===== src/scot_pkg.sv =====
// Shared types, constants and tables for the sector / circle overlap test.
package scot_pkg;

  localparam int COORD_BITS_DEF   = 16;
  localparam int ANGLE_BITS_DEF   = 16;
  localparam int CORDIC_STEPS_DEF = 16;
  localparam int MAX_STEPS        = 24;
  localparam int XFRAC            = 16;  // extra fraction bits inside the CORDIC
  localparam int ROT_W            = 34;  // rotation lane width
  localparam int FIELD_W          = 16;
  localparam int REG_W            = 15;
  localparam int CFG_IDX_W        = 2;
  localparam int CFG_DATA_W       = 16;

  localparam logic [31:0]      INV_GAIN      = 32'h9B74EDA8;
  localparam logic [REG_W-1:0] HALF_VIEW_RST = 15'd3641;

  // atan(2^-i) as a fraction of a turn, 32-bit binary angle
  localparam logic [31:0] ATAN_TAB [MAX_STEPS] = '{
    32'h20000000, 32'h12E4051D, 32'h09FB385B, 32'h051111D4, 32'h028B0D43, 32'h0145D7E1,
    32'h00A2F61E, 32'h00517C55, 32'h0028BE53, 32'h00145F2F, 32'h000A2F98, 32'h000517CC,
    32'h00028BE6, 32'h000145F3, 32'h0000A2F9, 32'h0000517C, 32'h000028BE, 32'h0000145F,
    32'h00000A2F, 32'h00000517, 32'h0000028B, 32'h00000145, 32'h000000A2, 32'h00000051
  };

  typedef enum logic [CFG_IDX_W-1:0] {
    CFG_SECTOR_RADIUS   = 2'd0,
    CFG_TARGET_RADIUS   = 2'd1,
    CFG_HALF_VIEW_ANGLE = 2'd2
  } cfg_idx_t;

  typedef enum logic [2:0] {
    CAUSE_NONE   = 3'd0,
    CAUSE_CENTER = 3'd1,
    CAUSE_ARC    = 3'd2,
    CAUSE_EDGE   = 3'd3,
    CAUSE_VIEWER = 3'd4
  } hit_cause_t;

  typedef struct packed {
    logic signed [FIELD_W-1:0] viewer_x;
    logic signed [FIELD_W-1:0] viewer_y;
    logic signed [FIELD_W-1:0] heading;
    logic signed [FIELD_W-1:0] target_x;
    logic signed [FIELD_W-1:0] target_y;
  } in_item_t;

  typedef struct packed {
    logic       hit;
    hit_cause_t hit_cause;
  } out_item_t;

endpackage


===== src/scot_cordic.sv =====
// Pipelined CORDIC lane, one micro-rotation per register stage.
module scot_cordic #(
  parameter int W      = 34,
  parameter int ZW     = 17,
  parameter int AB     = 16,
  parameter int NSTEP  = 16,
  parameter bit ROTATE = 1'b1
) (
  input  logic                clk,
  input  logic [NSTEP-1:0]    en,
  input  logic signed [W-1:0] u_i,
  input  logic signed [W-1:0] v_i,
  input  logic signed [ZW-1:0] z_i,
  output logic signed [W-1:0] u_o,
  output logic signed [W-1:0] v_o,
  output logic signed [ZW-1:0] z_o
);
  import scot_pkg::*;

  logic signed [W-1:0]  u_r [NSTEP];
  logic signed [W-1:0]  v_r [NSTEP];
  logic signed [ZW-1:0] z_r [NSTEP];

  for (genvar j = 0; j < NSTEP; j++) begin : g_stage
    logic signed [W-1:0]  u_p, v_p;
    logic signed [ZW-1:0] z_p, ang;
    logic                 take;

    if (j == 0) begin : g_first
      assign u_p = u_i;
      assign v_p = v_i;
      assign z_p = z_i;
    end else begin : g_next
      assign u_p = u_r[j-1];
      assign v_p = v_r[j-1];
      assign z_p = z_r[j-1];
    end

    assign ang = ZW'(ATAN_TAB[j] >> (32 - AB));

    // rotation follows the residual angle, vectoring drives v toward zero
    if (ROTATE) begin : g_rot
      assign take = (z_p >= 0);
    end else begin : g_vec
      assign take = (v_p <= 0);
    end

    always_ff @(posedge clk) begin
      if (en[j]) begin
        if (take) begin
          u_r[j] <= u_p - (v_p >>> j);
          v_r[j] <= v_p + (u_p >>> j);
          z_r[j] <= z_p - ang;
        end else begin
          u_r[j] <= u_p + (v_p >>> j);
          v_r[j] <= v_p - (u_p >>> j);
          z_r[j] <= z_p + ang;
        end
      end
    end
  end

  assign u_o = u_r[NSTEP-1];
  assign v_o = v_r[NSTEP-1];
  assign z_o = z_r[NSTEP-1];

endmodule

===== config.mk =====
export PLATFORM = sky130hd
export DESIGN_NAME = scot_cordic
export DESIGN_NICKNAME = d
export VERILOG_FILES = /design/src/scot_pkg.sv /design/src/scot_cordic.sv
export SDC_FILE = /design/constraint.sdc
export NUM_CORES = 2
export LEC_CHECK = 0
export ABC_AREA = 0
export BUFFER_PORTS_ARGS = -buffer_cell sky130_fd_sc_hd__buf_2
export CORE_UTILIZATION = 45
export CTS_BUF_LIST = sky130_fd_sc_hd__clkbuf_8
export DETAILED_ROUTE_END_ITERATION = 7
export GPL_ROUTABILITY_DRIVEN = 0
export HOLD_SLACK_MARGIN = 0.03
export PLACE_DENSITY = 0.57
export SLEW_MARGIN = 40
export SYNTH_ARGS = -nofsm -noshare
export SYNTH_HDL_FRONTEND = slang
export SYNTH_SLANG_ARGS = --single-unit

===== constraint.sdc =====
create_clock -name clk -period 6.9 [get_ports clk]
set_input_delay 0.69 -clock clk [delete_from_list [all_inputs] [get_ports clk]]
set_output_delay 0.69 -clock clk [all_outputs]
set_load 0.02 [all_outputs]

Yosys cells after proc, flatten, opt, wreduce, memory -nomap -nowiden:

Memory sizes are Yosys's and may differ from the RTL's.
Cells that the tools add are included.
W data, S select, Z words.

* bits in registers: 0
* bits in latches: 0
* memory bits (writable): 1360
* ROM bits: 0
* bits of input ports: 102
* output and inout port bits: 85
* logic and storage cells: 302
* memories: 3

* $add $sub $neg: 91
* multipliers: 0
* div/mod/pow operators: 0
* magnitude comparators: 16
* eq/ne operators: 0
* shift-type cells: 0
* multiplexer cells: 144
* bitwise gates (word level): 48
* reduce and logical (&&, ||, !) cells: 0

Memories
* u_r: depth 16, bits a word 34, rd ports 16, clocked after Yosys merged registers in 0, wr ports 16, RTL line scot_cordic.sv:20 `logic signed [W-1:0] u_r [NSTEP];`
* v_r: depth 16, bits a word 34, rd ports 16, clocked after Yosys merged registers in 0, wr ports 16, RTL line scot_cordic.sv:21 `logic signed [W-1:0] v_r [NSTEP];`
* z_r: depth 16, bits a word 17, rd ports 16, clocked after Yosys merged registers in 0, wr ports 16, RTL line scot_cordic.sv:22 `logic signed [ZW-1:0] z_r [NSTEP];`

Operator list (count)
* $mux W34: 32
* $ge A17 B1 Y1 const B: 16
* $mux W17: 16
* $mux W1: 96
* $add A34 B19 Y34: 2
* $add A34 B20 Y34: 2
* $add A34 B21 Y34: 2
* $add A34 B22 Y34: 2
* $add A34 B23 Y34: 2
* $add A34 B24 Y34: 2
* $add A34 B25 Y34: 2
* $add A34 B26 Y34: 2
* $add A34 B27 Y34: 2
* $add A34 B28 Y34: 2
* $add A34 B29 Y34: 2
* $add A34 B30 Y34: 2
* $add A34 B31 Y34: 2
* $add A34 B32 Y34: 2
* $add A34 B33 Y34: 2
* $sub A34 B19 Y34: 2
* $sub A34 B20 Y34: 2
* $sub A34 B21 Y34: 2
* $sub A34 B22 Y34: 2
* $sub A34 B23 Y34: 2
* 41 further kinds: 99

Logic depth before layout (Yosys ltp):

An unclocked memory read counts as a cell.

* depth in word-level cells: 6
* depth in mapped cells: 22
* depth with buffers taken out: 22

Least setup slack after synthesis:

OpenSTA, ideal clock, no wires.

* path kind: register to register
* start: memory u_r[13][19], in the netlist u_r[1][189]
* end: memory v_r[14][32], in the netlist v_r[1][236], data pin
* setup time: 0.258 ns
* data arrival time: 4.833 ns
* data required time: 6.642 ns
* path slack: 1.809 ns
* stages on the path, launching flop included: 19
* buffers on the path: 0
* period minus slack after synthesis: 5.091 ns
* cell sequence: edfxtp_1 -> or3_4 -> or3b_1 -> or3_1 -> or3_1 -> or3_1 -> or2_4 -> o21ai_0 -> xor2_1 -> ha_1 -> and2_1 -> and4_1 -> nand3_1 -> a2111oi_0 -> o2111ai_1 -> and4b_1 -> o31ai_1 -> a21oi_1 -> xnor2_1

RTL lines (RTL line)
* start: declaration: scot_cordic.sv:20
* end: declaration: scot_cordic.sv:21

==> results.yml <==
clock_tree:
  clk_latency_ns: 1.02
  numCtsBuffers: 262
  cts_buffer_depth: 4
  cts_tree: "yes"
  numClockSinks: 1359
  post-cts-setup-buffers: 0
  cts-htree-levels: 5
  cts_root_buf: "clkbuf_8"
  clk_pin_slew_worst_paths_ns: 0.06
die:
  start_util_pct: 45.4
  core_area_um2: 261000
  die_y_um: 515
  die_x_um: 515
  io_pins: 187
  die-area_um2: 265000
  rows: 187
global_routing:
  antenna_found_initial: 17
  first_global_vias: 93400
  grt_max_degree: 87
  overflow: 0
  grtUsageTotal_pct: 24.8
  grt_pass1_wl_um: 525000
placement:
  port_buffers: 186
  dpl.hpwl_um: 272000
timing:
  grt_setup_unrepaired: "no"
  clock_skew_ns: 0.0560
  max_clock_freq_ghz: 0.174
  max_slew.worst_pin.slew_ns: 0.893
  setup_tns_ns: 0
  hold_viol: 0
  setup_viol: 0
  layout_worst_path_cycle_share_pct: 83.1
  slew_viol_final: 0
  slew_headroom_pct: 38.9
  fin_crit_ns: 5.73
synth:
  synth-xor-area-share_pct: 13.7
  synthMuxAreaShare_pct: 0.965
  synth-simple-area-share_pct: 12.9
  ys_seq_area_share_pct: 34.5
  synthAdderAreaFrac_pct: 14.6
  synth_area_per_cell_um2: 9.49
  synth.distinct_cells: 95
  synth_top_flop_cell: "edfxtp_1"
  synth_compound_area_share_pct: 20.8
  synth_area_um2: 118000
  postSynthCellCount: 12500
  yosys_warnings: 0
  synth_edf_count: 1359
  syn-num-nets: 13900
  synth_top_family_by_area: "compound AO/OA/AOI/OAI gates"
  synth-seq-cells: 1359
  synthArstFlopShare_pct: 0
detailed_routing:
  drt_iter0_drc: 7251
  postRouteAntennaNets: 0
  avgRoutedWirePerCell_um: 20.5
  drc: 0
  drt_first_pass_iters: 6
  via_per_inst: 5.85
  drt_wl_total_um: 338000
  vias: 96500
critical_path:
  cp_data_arrival_time_ns: 6.47
  cp_max_fo: 4
  worstPathRequired_ns: 7.64
  worstSetupPathType: "reg2reg"
  endpoint_kind: "flip-flop"
  start_kind: "flip-flop"
  r2r_slack_ns: 1.17
layout:
  n_fill_cell: 24300
  nNetsFinal: 14200
  synthToLayoutAreaGrowth_pct: 8.75
  final_cell_mix: "edfxtp_1 (1359), ha_1 (1306), a21oi_1 (1274), xnor2_1 (1246), nor2_1 (895)"
  drive_above_1_share_pct: 5.87
  layout_commonest_cell: "edfxtp_1"
flow_run:
  drv_cap: 0
min_path:
  hold_class: "in2reg"
run_status:
  status: "completed"
## state kept, by name, indices dropped and copies added (netlist names)
signal / cells
z_r: 272
v_r: 543
u_r: 544
## critical path: stages (launching register included)
cell and delay (ns):
edfxtp_1 0.44, or3_4 0.41, or3b_1 0.43, or3_1 0.34, or3_1 0.34, or3_1 0.35, or2_4 0.28, o21ai_0 0.20
xor2_1 0.10, ha_1 0.35, and2_1 0.16, and4_1 0.26, nand3_1 0.09, a2111oi_0 0.67, o2111ai_1 0.34, and4b_1 0.28
o31ai_1 0.20, a21oi_1 0.11, xnor2_1 0.13
## kinds of logic (layout without fill, tap and decap cells)
group / Yosys count / after routing
mux: 110 / 110
fa+ha+maj: 1353 / 1353
flops: 1359 / 1359
xor+xnor: 1849 / 1849
other cells: 0 / 12
simple gates: 3126 / 3126
compound gates: 3861 / 3861
buf+inv: 826 / 1319
## metrics by stage
step / setup slack, ns / util, % / cells / instance area (um^2) / hold slack (ns)
4_1_cts: 1.19 / 49.4 / 16500 / 129000 / 0.0490
6_report: 1.17 / 49.4 / 16500 / 129000 / 0.164
3_3_place_gp: 1.12 / 47.3 / 16000 / 123000 / 0.403
5_1_grt: 0.767 / 49.4 / 16500 / 129000 / 0.0979
2_1_floorplan: 1.81 / - / 12500 / 118000 / 0.400
3_5_place_dp: 1.11 / 47.3 / 16000 / 123000 / 0.405
## final timing paths
path                      end  depth (start not counted)         from
hold reg to reg   z_r[1][117]                          0  z_r[1][100]
setup reg to reg  v_r[1][236]                         18  u_r[1][188]
hold / removal    u_r[1][172]                          1       en[13]
setup / recovery  v_r[1][236]                         18  u_r[1][188]
## what timing repair did
item,in CTS,in global routing
endpoints found under the hold margin,193,0
resized for setup,0,0
hold buffers,30,0
## synth_stat cells (35+ instances only)
| library cell | number | area, um^2 |
|---|---|---|
| edfxtp_1 | 1359 | 40800 |
| ha_1 | 1306 | 16300 |
| a21oi_1 | 1274 | 6380 |
| xnor2_1 | 1247 | 10900 |
| nor2_1 | 895 | 3360 |
| nand2_1 | 701 | 2630 |
| o21ai_0 | 658 | 3290 |
| a21o_1 | 614 | 4610 |
| xor2_1 | 601 | 5260 |
| inv_1 | 588 | 2210 |
| nor3_1 | 320 | 1600 |
| o21bai_1 | 227 | 1700 |
| nand3_1 | 209 | 1050 |
| clkbuf_1 | 193 | 724 |
| nand2b_1 | 170 | 1060 |
| o31ai_1 | 169 | 1270 |
| o21a_1 | 162 | 1220 |
| nor2b_1 | 152 | 951 |
| a31oi_1 | 123 | 769 |
| a211oi_1 | 114 | 856 |
| or3_1 | 106 | 663 |
| and3_1 | 99 | 619 |
| nand4_1 | 88 | 551 |
| and2_1 | 87 | 544 |
| mux2i_1 | 77 | 771 |
| nor4_1 | 72 | 450 |
| or2_2 | 58 | 363 |
| o41ai_1 | 56 | 490 |
| o211ai_1 | 52 | 390 |
| fa_1 | 47 | 941 |
| or4_1 | 44 | 330 |
| a21boi_0 | 41 | 308 |
| o31a_1 | 40 | 350 |
| a311oi_1 | 35 | 307 |
| buf_1 | 35 | 131 |
| nand3b_1 | 35 | 263 |
## per-layer routing
metal	GRT usage [%]	vias to the layer above	share of wire [%]
met2	44.7	2675	50
li1	-	46900	-
met1	30.1	46200	42
met4	9.86	6	4.0
met3	2.58	672	4.6
met5	0	-	0.011
## final cells by class
cell class	count	area (um^2)	share of cell area, %
Clock buffer	266	3660	2.84
Clock inverter	188	1340	1.04
Antenna cell	12	30.0	0.0233
Inverter	594	2230	1.73
Timing Repair Buffer	271	1760	1.37
Tap cell	3496	4370	3.40
Sequential cell	1359	40800	31.7
Multi-Input combinational cell	10300	74600	57.9
Power is left out: the tool's default activity adds up to more than one toggle a clock period on the data nets, which glitch-free logic cannot reach.
